<file path="src/rtl/core/scld_pkg.sv">
// shared types and constants for the serial command line decoder
package scld_pkg;

   localparam int unsigned CmdW  = 4;
   localparam int unsigned SpdW  = 16;
   localparam int unsigned DistW = 24;
   localparam int unsigned ProfW = 2;

   typedef enum logic [CmdW-1:0] {
      CMD_PING    = 4'd0,
      CMD_CAL     = 4'd1,
      CMD_HOME    = 4'd2,
      CMD_JSTOP   = 4'd3,
      CMD_STOP    = 4'd4,
      CMD_ESTOP   = 4'd5,
      CMD_ECLR    = 4'd6,
      CMD_JOG     = 4'd7,
      CMD_MOVE    = 4'd8,
      CMD_PROFILE = 4'd9
   } cmd_type;

   localparam logic [ProfW-1:0] PROF_LIN  = 2'd0;
   localparam logic [ProfW-1:0] PROF_TRAP = 2'd1;
   localparam logic [ProfW-1:0] PROF_SIN  = 2'd2;

   localparam logic [7:0] CH_NL    = 8'h0A;
   localparam logic [7:0] CH_LO    = 8'h20;
   localparam logic [7:0] CH_HI    = 8'h7E;
   localparam logic [7:0] CH_COLON = 8'h3A;
   localparam logic [7:0] CH_COMMA = 8'h2C;
   localparam logic [7:0] CH_SPACE = 8'h20;
   localparam logic [7:0] CH_PLUS  = 8'h2B;
   localparam logic [7:0] CH_MINUS = 8'h2D;
   localparam logic [7:0] CH_DOT   = 8'h2E;
   localparam logic [7:0] CH_F     = 8'h46;

   // classified byte handed from front to back
   typedef enum logic [1:0] {
      EV_CHAR  = 2'd0,
      EV_EOL   = 2'd1,
      EV_CLEAR = 2'd2
   } ev_kind_type;

   typedef struct packed {
      ev_kind_type kind;
      logic [7:0]  ch;
   } ev_type;

   // parse phase of the back end
   typedef enum logic [2:0] {
      PH_KEY, PH_SEEK1, PH_TOK1, PH_SEEK2, PH_TOK2, PH_DONE
   } phase_type;

   // number sub-phase within a token
   typedef enum logic [2:0] {
      NS_LEAD, NS_INT, NS_FRAC1, NS_FRAC2, NS_STOP
   } num_type;

   typedef struct packed {
      cmd_type          command;
      logic             jog_forward;
      logic [SpdW-1:0]  speed_value;
      logic [DistW-1:0] distance_centi_cm;
      logic [ProfW-1:0] profile_select;
   } rsp_type;

   function automatic logic is_digit(input logic [7:0] c);
      return (c >= 8'h30) && (c <= 8'h39);
   endfunction

endpackage

</file>
<file path="src/rtl/core/scld_front.sv">
// front end: filters bytes, tracks line length and overflow
module scld_front #(
   parameter int unsigned LINE_CAP = 64
) (
   input  logic                clock,
   input  logic                reset,
   input  logic                in_valid,
   output logic                in_ready,
   input  logic [7:0]          in_byte,
   output logic                ev_valid,
   input  logic                ev_ready,
   output scld_pkg::ev_type    ev_data
);
   import scld_pkg::*;

   localparam int unsigned LenW = $clog2(LINE_CAP + 1);

   logic [LenW-1:0] len_ff, len_in;
   logic            printable;

   assign in_ready  = ev_ready;
   assign printable = (in_byte >= CH_LO) && (in_byte <= CH_HI);

   always_comb begin
      len_in        = len_ff;
      ev_valid      = 1'b0;
      ev_data.kind  = EV_CHAR;
      ev_data.ch    = in_byte;
      if (in_valid) begin
         if (in_byte == CH_NL) begin
            ev_valid     = 1'b1;
            ev_data.kind = (len_ff != '0) ? EV_EOL : EV_CLEAR;
            len_in       = '0;
         end else if (printable) begin
            ev_valid = 1'b1;
            if (len_ff < LenW'(LINE_CAP)) begin
               len_in = len_ff + 1'b1;
            end else begin
               ev_data.kind = EV_CLEAR;
               len_in       = '0;
            end
         end
      end
   end

   always_ff @(posedge clock) begin
      if (reset) begin
         len_ff <= '0;
      end else if (in_valid && in_ready) begin
         len_ff <= len_in;
      end
   end

endmodule

</file>
<file path="src/rtl/core/scld_fifo.sv">
// short queue between front and back
module scld_fifo #(
   parameter int unsigned WIDTH = 10
) (
   input  logic             clock,
   input  logic             reset,
   input  logic             wr_valid,
   output logic             wr_ready,
   input  logic [WIDTH-1:0] wr_data,
   output logic             rd_valid,
   input  logic             rd_ready,
   output logic [WIDTH-1:0] rd_data
);
   logic [WIDTH-1:0] mem_ff [2];
   logic             wp_ff, rp_ff;
   logic [1:0]       cnt_ff;
   logic             wr, rd;

   assign wr_ready = cnt_ff != 2'd2;
   assign rd_valid = cnt_ff != 2'd0;
   assign rd_data  = mem_ff[rp_ff];
   assign wr       = wr_valid && wr_ready;
   assign rd       = rd_valid && rd_ready;

   always_ff @(posedge clock) begin
      if (wr) begin
         mem_ff[wp_ff] <= wr_data;
      end
   end

   always_ff @(posedge clock) begin
      if (reset) begin
         wp_ff  <= 1'b0;
         rp_ff  <= 1'b0;
         cnt_ff <= 2'd0;
      end else begin
         if (wr) wp_ff <= ~wp_ff;
         if (rd) rp_ff <= ~rp_ff;
         cnt_ff <= cnt_ff + {1'b0, wr} - {1'b0, rd};
      end
   end

endmodule

</file>
<file path="src/rtl/core/scld_back.sv">
// back end: incremental parse of each line, result register
module scld_back (
   input  logic                clock,
   input  logic                reset,
   input  logic                ev_valid,
   output logic                ev_ready,
   input  scld_pkg::ev_type    ev_data,
   output logic                rsp_valid,
   input  logic                rsp_ready,
   output scld_pkg::rsp_type   rsp_data
);
   import scld_pkg::*;

   // key state
   logic [7:0] key_ff [8];
   logic [7:0] key_in [8];
   logic [3:0] klen_ff, klen_in;
   logic       klong_ff, klong_in;
   phase_type  ph_ff, ph_in;
   // args
   logic       fwd_ff, fwd_in;
   num_type    ns1_ff, ns1_in, ns2_ff, ns2_in;
   logic       neg1_ff, neg1_in, neg2_ff, neg2_in;
   logic [16:0] whole_ff, whole_in;
   logic [6:0]  frac_ff, frac_in;
   logic [15:0] spd_ff, spd_in;
   // profile argument match: length seen and prefix flags
   logic [2:0] pcnt_ff, pcnt_in;
   logic       plin_ff, plin_in, psin_ff, psin_in, pover_ff, pover_in;

   logic       out_v_ff;
   rsp_type    out_ff, res;
   logic       take, fire;

   // only an item that completes a command waits for the result register
   assign ev_ready  = !out_v_ff || rsp_ready || !fire;
   assign rsp_valid = out_v_ff;
   assign rsp_data  = out_ff;
   assign take      = ev_valid && ev_ready;

   function automatic logic key_is(input logic [7:0] k [8], input logic [3:0] n,
                                   input logic [63:0] w, input logic [3:0] wl);
      logic ok;
      ok = (n == wl);
      for (int i = 0; i < 8; i++) begin
         if (i < wl && k[i] != w[63-8*i -: 8]) ok = 1'b0;
      end
      return ok;
   endfunction

   logic k_ping, k_cal, k_home, k_jstop, k_stop, k_estop, k_eclr;
   logic k_jog, k_move, k_prof;
   always_comb begin
      k_ping  = !klong_ff && key_is(key_ff, klen_ff, {"PING", 32'h0}, 4'd4);
      k_cal   = !klong_ff && key_is(key_ff, klen_ff, {"CAL", 40'h0}, 4'd3);
      k_home  = !klong_ff && key_is(key_ff, klen_ff, {"HOME", 32'h0}, 4'd4);
      k_jstop = !klong_ff && key_is(key_ff, klen_ff, {"JSTOP", 24'h0}, 4'd5);
      k_stop  = !klong_ff && key_is(key_ff, klen_ff, {"STOP", 32'h0}, 4'd4);
      k_estop = !klong_ff && key_is(key_ff, klen_ff, {"ESTOP", 24'h0}, 4'd5);
      k_eclr  = !klong_ff && key_is(key_ff, klen_ff, {"ECLR", 32'h0}, 4'd4);
      k_jog   = !klong_ff && key_is(key_ff, klen_ff, {"JOG", 40'h0}, 4'd3);
      k_move  = !klong_ff && key_is(key_ff, klen_ff, {"MOVE", 32'h0}, 4'd4);
      k_prof  = !klong_ff && key_is(key_ff, klen_ff, {"PROFILE", 8'h0}, 4'd7);
   end

   logic [7:0]  c;
   logic [3:0]  dg;
   logic [20:0] wmul;
   logic [19:0] smul;
   logic [23:0] centi, dist_val;
   logic [16:0] sp_mag;
   logic        dig;
   logic        in_args;

   assign in_args = ph_ff != PH_KEY;

   // next state
   always_comb begin
      c    = ev_data.ch;
      dg   = c[3:0];
      dig  = is_digit(c);
      wmul = 21'(whole_ff) * 21'd10 + 21'(dg);
      smul = 20'(spd_ff) * 20'd10 + 20'(dg);
      for (int i = 0; i < 8; i++) key_in[i] = key_ff[i];
      klen_in  = klen_ff;  klong_in = klong_ff; ph_in = ph_ff;
      fwd_in   = fwd_ff;   ns1_in = ns1_ff;     ns2_in = ns2_ff;
      neg1_in  = neg1_ff;  neg2_in = neg2_ff;
      whole_in = whole_ff; frac_in = frac_ff;   spd_in = spd_ff;
      pcnt_in  = pcnt_ff;  plin_in = plin_ff;   psin_in = psin_ff;
      pover_in = pover_ff;

      if (ev_data.kind == EV_CHAR) begin
         unique case (ph_ff)
            PH_KEY: begin
               if (c == CH_COLON) begin
                  ph_in = PH_SEEK1;
               end else if (klen_ff == 4'd8 || klong_ff) begin
                  klong_in = 1'b1;
               end else begin
                  key_in[klen_ff[2:0]] = c;
                  klen_in = klen_ff + 4'd1;
               end
            end
            PH_SEEK1, PH_TOK1: begin
               if (c == CH_COMMA) begin
                  if (ph_ff == PH_TOK1) ph_in = PH_SEEK2;
               end else begin
                  if (ph_ff == PH_SEEK1) fwd_in = (c == CH_F);
                  ph_in = PH_TOK1;
                  unique case (ns1_ff)
                     NS_LEAD: begin
                        if (c == CH_SPACE) ns1_in = NS_LEAD;
                        else if (c == CH_PLUS || c == CH_MINUS) begin
                           neg1_in = c == CH_MINUS; ns1_in = NS_INT;
                        end else if (dig) begin
                           whole_in = 17'(wmul); ns1_in = NS_INT;
                        end else if (c == CH_DOT) ns1_in = NS_FRAC1;
                        else ns1_in = NS_STOP;
                     end
                     NS_INT: begin
                        if (dig) whole_in = (wmul > 21'd100000) ? 17'd100000 : 17'(wmul);
                        else if (c == CH_DOT) ns1_in = NS_FRAC1;
                        else ns1_in = NS_STOP;
                     end
                     NS_FRAC1: begin
                        if (dig) begin
                           frac_in = 7'(dg) * 7'd10; ns1_in = NS_FRAC2;
                        end else ns1_in = NS_STOP;
                     end
                     NS_FRAC2: begin
                        if (dig) frac_in = frac_ff + 7'(dg);
                        ns1_in = NS_STOP;
                     end
                     default: ns1_in = NS_STOP;
                  endcase
               end
            end
            PH_SEEK2, PH_TOK2: begin
               if (c == CH_COMMA) begin
                  if (ph_ff == PH_TOK2) ph_in = PH_DONE;
               end else begin
                  ph_in = PH_TOK2;
                  unique case (ns2_ff)
                     NS_LEAD: begin
                        if (c == CH_SPACE) ns2_in = NS_LEAD;
                        else if (c == CH_PLUS || c == CH_MINUS) begin
                           neg2_in = c == CH_MINUS; ns2_in = NS_INT;
                        end else if (dig) begin
                           spd_in = 16'(smul); ns2_in = NS_INT;
                        end else ns2_in = NS_STOP;
                     end
                     NS_INT: begin
                        if (dig) spd_in = (smul > 20'd32768) ? 16'd32768 : 16'(smul);
                        else ns2_in = NS_STOP;
                     end
                     default: ns2_in = NS_STOP;
                  endcase
               end
            end
            default: ph_in = PH_DONE;
         endcase
         // profile argument is the raw text after the colon
         if (in_args) begin
            if (pcnt_ff == 3'd0) begin
               plin_in = c == "L"; psin_in = c == "S";
            end else if (pcnt_ff == 3'd1) begin
               plin_in = plin_ff && c == "I"; psin_in = psin_ff && c == "I";
            end else if (pcnt_ff == 3'd2) begin
               plin_in = plin_ff && c == "N"; psin_in = psin_ff && c == "N";
            end else begin
               pover_in = 1'b1;
            end
            if (pcnt_ff != 3'd3) pcnt_in = pcnt_ff + 3'd1;
         end
      end else begin
         klen_in = '0;  klong_in = 1'b0; ph_in = PH_KEY;
         ns1_in = NS_LEAD; ns2_in = NS_LEAD; neg1_in = 1'b0; neg2_in = 1'b0;
         whole_in = '0; frac_in = '0; spd_in = '0; fwd_in = 1'b0;
         pcnt_in = '0; plin_in = 1'b0; psin_in = 1'b0; pover_in = 1'b0;
      end
   end

   // result at the end of a line
   always_comb begin
      centi  = 24'(whole_ff) * 24'd100 + 24'(frac_ff);
      sp_mag = neg2_ff ? -17'(spd_ff) :
               ((spd_ff > 16'd32767) ? 17'd32767 : 17'(spd_ff));
      if (neg1_ff) dist_val = (centi > 24'd8388608) ? 24'h800000 : -centi;
      else dist_val = (centi > 24'd8388607) ? 24'h7FFFFF : centi;
      fire = 1'b0;
      res  = '0;
      if (ev_data.kind == EV_EOL) begin
         fire = 1'b1;
         if (k_ping) res.command = CMD_PING;
         else if (k_cal) res.command = CMD_CAL;
         else if (k_home) res.command = CMD_HOME;
         else if (k_jstop) res.command = CMD_JSTOP;
         else if (k_stop) res.command = CMD_STOP;
         else if (k_estop) res.command = CMD_ESTOP;
         else if (k_eclr) res.command = CMD_ECLR;
         else if (!in_args) fire = 1'b0;
         else if ((k_jog || k_move) &&
                  (ph_ff == PH_TOK2 || ph_ff == PH_DONE)) begin
            res.speed_value = sp_mag[15:0];
            if (k_jog) begin
               res.command = CMD_JOG; res.jog_forward = fwd_ff;
            end else begin
               res.command = CMD_MOVE; res.distance_centi_cm = dist_val;
            end
         end else if (k_prof) begin
            res.command = CMD_PROFILE;
            if (pcnt_ff == 3'd3 && !pover_ff && plin_ff) res.profile_select = PROF_LIN;
            else if (pcnt_ff == 3'd3 && !pover_ff && psin_ff) res.profile_select = PROF_SIN;
            else res.profile_select = PROF_TRAP;
         end else fire = 1'b0;
      end
   end

   always_ff @(posedge clock) begin
      if (take) begin
         for (int i = 0; i < 8; i++) key_ff[i] <= key_in[i];
      end
      if (take && fire) out_ff <= res;
   end

   always_ff @(posedge clock) begin
      if (reset) begin
         klen_ff <= '0; klong_ff <= 1'b0; ph_ff <= PH_KEY;
         ns1_ff <= NS_LEAD; ns2_ff <= NS_LEAD;
         whole_ff <= '0; frac_ff <= '0; spd_ff <= '0;
         fwd_ff <= 1'b0; neg1_ff <= 1'b0; neg2_ff <= 1'b0;
         plin_ff <= 1'b0; psin_ff <= 1'b0;
         pcnt_ff <= '0; pover_ff <= 1'b0; out_v_ff <= 1'b0;
      end else begin
         if (take) begin
            klen_ff <= klen_in; klong_ff <= klong_in; ph_ff <= ph_in;
            ns1_ff <= ns1_in;   ns2_ff <= ns2_in;
            whole_ff <= whole_in; frac_ff <= frac_in; spd_ff <= spd_in;
            fwd_ff <= fwd_in;     neg1_ff <= neg1_in; neg2_ff <= neg2_in;
            plin_ff <= plin_in;   psin_ff <= psin_in;
            pcnt_ff <= pcnt_in; pover_ff <= pover_in;
         end
         if (take && fire) out_v_ff <= 1'b1;
         else if (rsp_ready) out_v_ff <= 1'b0;
      end
   end

endmodule

</file>
<file path="src/rtl/core/serial_command_line_decoder.sv">
// top level of the serial command line decoder
//  channel | dir | tdata fields (low bit up)
//  req_    | in  | rx_byte[7:0]
//  rsp_    | out | command[3:0] jog_forward[4] speed_value[20:5]
//          |     | distance_centi_cm[44:21] profile_select[46:45] zero pad
// one received byte per cycle is accepted back to back; the front end
// classifies each byte against the running line length, a two-entry queue
// decouples it from the back end, which parses the line as it arrives and
// sets the command at the newline, registering rsp_tvalid. a result waits
// in its register while later bytes keep flowing; only a second completed
// command meeting a waiting result stalls the back end, and once the queue
// is full req_tready drops. reset is synchronous and clears line length,
// parse state and valids.
module serial_command_line_decoder #(
   parameter int unsigned LINE_CAP = 64
) (
   input  logic        clock,
   input  logic        reset,
   input  logic        req_tvalid,
   output logic        req_tready,
   input  logic [7:0]  req_tdata,   // rx_byte
   output logic        rsp_tvalid,
   input  logic        rsp_tready,
   output logic [47:0] rsp_tdata    // command, jog_forward, speed, distance, profile
);
   import scld_pkg::*;

   // classified items from the front end
   logic    fe_valid, fe_ready;
   ev_type  fe_data;
   // queue output toward the parser
   logic    q_valid, q_ready;
   ev_type  q_data;
   rsp_type rsp;

   scld_front #(.LINE_CAP(LINE_CAP)) u_front (
      .clock(clock), .reset(reset),
      .in_valid(req_tvalid), .in_ready(req_tready), .in_byte(req_tdata),
      .ev_valid(fe_valid), .ev_ready(fe_ready), .ev_data(fe_data)
   );

   scld_fifo #(.WIDTH($bits(ev_type))) u_fifo (
      .clock(clock), .reset(reset),
      .wr_valid(fe_valid), .wr_ready(fe_ready), .wr_data(fe_data),
      .rd_valid(q_valid), .rd_ready(q_ready), .rd_data(q_data)
   );

   scld_back u_back (
      .clock(clock), .reset(reset),
      .ev_valid(q_valid), .ev_ready(q_ready), .ev_data(q_data),
      .rsp_valid(rsp_tvalid), .rsp_ready(rsp_tready), .rsp_data(rsp)
   );

   // pack result fields, highest first, command in the lowest bits
   assign rsp_tdata = {1'b0, rsp.profile_select, rsp.distance_centi_cm,
                       rsp.speed_value, rsp.jog_forward, rsp.command};

endmodule

</file>
<file path="config.mk">
export PLATFORM = sky130hd
export DESIGN_NAME = serial_command_line_decoder
export DESIGN_NICKNAME = d
export VERILOG_FILES = /design/src/rtl/core/scld_pkg.sv /design/src/rtl/core/scld_front.sv /design/src/rtl/core/scld_fifo.sv /design/src/rtl/core/scld_back.sv /design/src/rtl/core/serial_command_line_decoder.sv
export SDC_FILE = /design/constraint.sdc
export NUM_CORES = 1
export LEC_CHECK = 0
export ABC_CLOCK_PERIOD_IN_PS = 6000
export BUFFER_PORTS_ARGS = -buffer_cell sky130_fd_sc_hd__buf_2
export CORE_ASPECT_RATIO = 1.4
export CORE_UTILIZATION = 60
export DETAILED_ROUTE_END_ITERATION = 10
export GPL_TIMING_DRIVEN = 1
export PLACE_DENSITY = 0.8
export SYNTH_ARGS = -nofsm -noshare
export SYNTH_HDL_FRONTEND = slang
export SYNTH_SLANG_ARGS = --single-unit
</file>
<file path="constraint.sdc">
create_clock -name clock -period 6 [get_ports clock]
set_input_delay 1.2 -clock clock [delete_from_list [all_inputs] [get_ports clock]]
set_output_delay 1.2 -clock clock [all_outputs]
set_load 0.05 [all_outputs]
</file>
==> implementation parameters <==
Parameter                              Value

Status
  Run status ... finished, final reports clean

STA
  Part of the cycle the worst path needs ... about nine tenths
  Unrepaired setup endpoints after global routing ... false
  Max Transition Viols Final ... 0
  Total negative slack ... 0 ns
  Hold_ws ... 0.4776 ns
  Min Tclk post-route ... between 5 and 6 ns
  Setup violations, final ... 0
  Slew at the pin with the worst max-slew slack ... 1.043 ns
  Worst setup slack after layout ... 0.5578 ns
  Maximum clock frequency ... 0.1838 GHz
  Number of hold violations in the final report ... 0
  Tightest slew margin relative to the limit ... between 20 and 30%
  Post-Route Skew ... 0.01331 ns

Die
  Placement row count ... 68
  Width of the chip ... 137.1 um
  Total Die Area ... approximately 26,000 um2
  Core Region ... roughly 25,000 um2
  Initial Utilization ... approximately 62%
  Number of top-level pins ... 62
  Die Ht ... about 190 um

Routing
  First-pass detailed-route iteration total ... 7
  Vias per cell ... approximately 6.4
  Antenna Nets Post-Route ... 0
  Mean routed wirelength per cell ... between 15 and 20 um
  Number of DRC violations after detailed routing ... 0
  Total vias in the final route ... between 10,000 and 15,000
  Total wire length after detailed routing ... roughly 35,000 um
  Number of violations reported at the end of detailed-routing iteration 0 ... 931

Critical path
  Endpoint required time on the critical path ... approximately 6.2 ns
  CP arrival ... approximately 5.6 ns
  Worst path cell trace ... ha_1, ha_1, fa_1, ha_1, a21oi_1, o21ai_1, a211oi_2, xnor2_1, nand4_1, nor3_1, nand4_1, xnor2_2, buf_4, mux2_2, o211a_1
  Cell seen most often among critical-path stages ... sky130_fd_sc_hd__ha_1
  Capturing point of the worst reg2reg path ... u_back.rsp_data[25]$_SDFFCE_PP0P_
  Critical path launch point ... u_back.whole_ff[9]$_SDFFE_PP0P_
  Largest stage delay on the critical path ... approximately 0.48 ns
  RR Startpoint ... u_back.whole_ff[9]$_SDFFE_PP0P_
  Startpoint kind of the worst setup timing path ... register
  Path type of the worst setup path ... reg2reg
  Largest fanout of any net on the critical path ... 22
  Slowest stage cell, crit path ... sky130_fd_sc_hd__dfxtp_1
  Worst reg2reg path depth ... 15
  Kind of end point of the critical path ... register
  R2R Setup Slk ... 0.56 ns

GRT
  Vias in the first global route ... ~13,000
  Antenna violations before repair ... 0
  Total Routing Usage GR ... about 28%
  Wire length of the first global-routing pass ... 58,820 um
  Total congestion overflow after global routing ... 0
  Pin count of the biggest net entering global routing ... 38

Clock network
  CTS root buffer ... sky130_fd_sc_hd__clkbuf_16
  Worst skew pair latency ... 0.45 ns
  Number of H-tree levels ... 4
  Post-CTS setup-driven buffer insertion count ... 0
  CTS sink count ... around 200
  Resized cells post-CTS ... 0
  TritonCTS clock tree ... built
  Clock input transition at the sequential cells of the worst setup and hold paths ... approximately 0.070 ns
  Hold-fix buffer count after cts ... 0
  Total clock buffers created by CTS ... 17
  Longest Clk Path Bufs ... 2

Placed design
  Final weighted congestion in routability-driven placement ... about 0.9
  Buffers added on ports ... 60
  Post-Place Setup Slack ... 0.6557 ns
  Detailed Place HPWL ... around 27,000 um
  DP Cell Count ... 1,976

Run
  Reported max-cap violation count ... 0

Synthesis
  Number of register bits inferred by synthesis ... 198
  Synthesized Nets ... about 1,800
  Syn Std Cell Area ... 15,330 um2
  Average footprint of a synthesized cell ... 9.324 um2
  Post-synth ARST share ... 0%
  Netlist cell types ... 103
  Count of mapped cells out of synthesis ... 1,644
  Yosys warnings ... 0
  Post-synth EDFFs ... 123
  Main flop type after synthesis ... sky130_fd_sc_hd__edfxtp_1
  Share of synthesized area occupied by flip-flops and latches ... about 34%

Cells and area
  Ant diodes ... 0
  Final standard cell utilization of the core ... 66.40%
  Sequential cell area ... 5195 um2
  Filler cell count in the final layout ... between 2,000 and 2,500
  Area grow syn2layout ... 7.616%
  Post-layout net count ... 1,857
  Number of non-filler instances in the completed layout ... around 2,000
  Fraction of layout cells with a size suffix above 1 ... approximately 10%
  Total area of multi-input combinational cells ... ~9500 um2

Hold path
  Worst hold path cell count ... 2
  Min-delay worst type ... reg2reg
  Hold path startpoint ... u_back.pcnt_ff[2]$_SDFFE_PP0P_
  End point of the worst hold path ... u_back.pcnt_ff[2]$_SDFFE_PP0P_

Power and ir drop
  Power density cells ... around 210 nW/um2
  Static Leakage ... 6.958 nW
  Max VDD drop ... between 300 and 400 uV
==> synth_stat cells, types with 19 or more instances <==
master / n / area (um2)
sky130_fd_sc_hd__clkbuf_1: 43 / 161.4
sky130_fd_sc_hd__nand2_1: 115 / 431.7
sky130_fd_sc_hd__and3_1: 22 / 137.6
sky130_fd_sc_hd__a21oi_1: 97 / 485.5
sky130_fd_sc_hd__edfxtp_1: 123 / 3694
sky130_fd_sc_hd__o21ai_0: 57 / 285.3
sky130_fd_sc_hd__inv_1: 89 / 334.1
sky130_fd_sc_hd__nor3_1: 46 / 230.2
sky130_fd_sc_hd__xor2_1: 33 / 289.0
sky130_fd_sc_hd__nand4_1: 29 / 181.4
sky130_fd_sc_hd__nor2b_1: 27 / 168.9
sky130_fd_sc_hd__fa_1: 19 / 380.4
sky130_fd_sc_hd__ha_1: 146 / 1827
sky130_fd_sc_hd__nand3_1: 42 / 210.2
sky130_fd_sc_hd__dfxtp_1: 75 / 1501
sky130_fd_sc_hd__a21o_1: 35 / 262.8
sky130_fd_sc_hd__or3_1: 23 / 143.9
sky130_fd_sc_hd__xnor2_1: 71 / 621.9
sky130_fd_sc_hd__nor2_1: 155 / 581.8
==> routing by layer <==
metal / up-vias / global-route usage [%] / routed length [um]
met2: 428 / 48.70 / 17820
met5: - / 0 / 0
met4: 0 / 13.44 / 1253
met3: 89 / 3.792 / 1668
met1: 6102 / 33.40 / 14550
li1: 6212 / - / -
==> area by class of cell <==
| class | instances | area share, % |
|---|---|---|
| clock inverters | 13 | 1.009 |
| multi-input cells | 1293 | 57.68 |
| clock buffers | 19 | 2.624 |
| repair buffers | 81 | 2.776 |
| inverters | 89 | 2.025 |
| well taps | 315 | 2.389 |
| flip-flops and latches | 198 | 31.49 |
==> worst max-delay path by stage <==
stage | end | slack [ns] | cells past startpoint
after CTS | u_back.rsp_data[25]$_SDFFCE_PP0P_ | 0.64 | 17
final | u_back.rsp_data[25]$_SDFFCE_PP0P_ | 0.56 | 15
after global routing | u_back.rsp_data[24]$_SDFFCE_PP0P_ | 0.24 | 16
after detailed placement | u_back.rsp_data[25]$_SDFFCE_PP0P_ | 0.66 | 15
after floorplan | u_back.rsp_data[17]$_SDFFCE_PP0P_ | 1.37 | 18
after global placement | u_back.rsp_data[10]$_SDFFCE_PP0P_ | 0.89 | 17
==> critical path: cells and delay by family, from the launching register on <==
kind	cells	cell delay (ns)
compound gates	4	1.05
flops	1	0.48
xor+xnor	2	0.55
mux	1	0.37
fa+ha+maj	4	1.52
buf+inv	1	0.34
simple gates	3	0.88
==> power breakdown <==
part	leakage [nW]	switching [mW]	internal, mW
sequential	1.84	0.0573	1.51
combinational	4.84	0.490	0.269
clock	0.278	0.533	0.628
total	6.96	1.08	2.40
==> cell usage in the layout, fill, tap and decap left out, types with 8 or more instances in the layout <==
master / count
sky130_fd_sc_hd__nand3b_1: 9
sky130_fd_sc_hd__o31ai_1: 8
sky130_fd_sc_hd__buf_2: 60
sky130_fd_sc_hd__o21a_1: 12
sky130_fd_sc_hd__fa_1: 19
sky130_fd_sc_hd__nor3_1: 46
sky130_fd_sc_hd__a221oi_2: 11
sky130_fd_sc_hd__edfxtp_1: 123
sky130_fd_sc_hd__nand2b_1: 12
sky130_fd_sc_hd__clkbuf_16: 17
sky130_fd_sc_hd__a211oi_1: 15
sky130_fd_sc_hd__o211ai_1: 14
sky130_fd_sc_hd__nand2_1: 115
sky130_fd_sc_hd__nand4b_1: 13
sky130_fd_sc_hd__a311oi_1: 16
sky130_fd_sc_hd__xor2_1: 33
sky130_fd_sc_hd__nor4_1: 14
sky130_fd_sc_hd__and4_1: 8
sky130_fd_sc_hd__a31oi_1: 16
sky130_fd_sc_hd__a21o_1: 35
sky130_fd_sc_hd__dfxtp_1: 75
sky130_fd_sc_hd__buf_4: 21
sky130_fd_sc_hd__and2_1: 17
sky130_fd_sc_hd__nor2_1: 155
sky130_fd_sc_hd__inv_1: 89
sky130_fd_sc_hd__a21oi_1: 97
sky130_fd_sc_hd__or3_1: 23
sky130_fd_sc_hd__or4_1: 8
sky130_fd_sc_hd__nor3b_1: 17
sky130_fd_sc_hd__nor2b_1: 27
sky130_fd_sc_hd__mux2i_1: 13
sky130_fd_sc_hd__o21ai_1: 15
sky130_fd_sc_hd__xnor2_1: 71
sky130_fd_sc_hd__nand3_1: 42
sky130_fd_sc_hd__ha_1: 146
sky130_fd_sc_hd__and3_1: 21
sky130_fd_sc_hd__o21ai_0: 57
sky130_fd_sc_hd__nand4_1: 29
==> through the flow <==
| stage | instance area [um2] | power [mW] |
|---|---|---|
| 4_1_cts | 16500 | 3.485 |
| 2_1_floorplan | 15330 | 2.129 |
| 5_1_grt | 16500 | 3.633 |
| 6_report | 16500 | 3.485 |
| 3_5_place_dp | 15900 | 2.338 |
| 3_3_place_gp | 15900 | 2.317 |
==> flip-flops by register name, summed over array words and instances, names as in the netlist, 2 cells and up, named ones only <==
register,cells
u_back.whole_ff,17
u_back.klen_ff,4
u_back.ph_ff,3
u_back.key_ff,56
u_back.spd_ff,16
u_back.ns2_ff,2
u_fifo.cnt_ff,2
u_back.frac_ff,7
u_back.pcnt_ff,3
u_fifo.mem_ff,20
u_back.ns1_ff,3
u_back.rsp_data,47
u_front.len_ff,7
==> logic make-up after synthesis <==
| family | synth area share (%) |
|---|---|
| and+or+nand+nor | 21.18 |
| AOI/OAI and AO/OA | 18.84 |
| DFF | 33.89 |
| adders and majority gates | 14.40 |
| buffers and inverters | 4.040 |
| xor gates and xnor gates | 6.261 |
| muxes | 1.363 |
| other | 0.02446 |
Power figures use the tool's default switching activity.
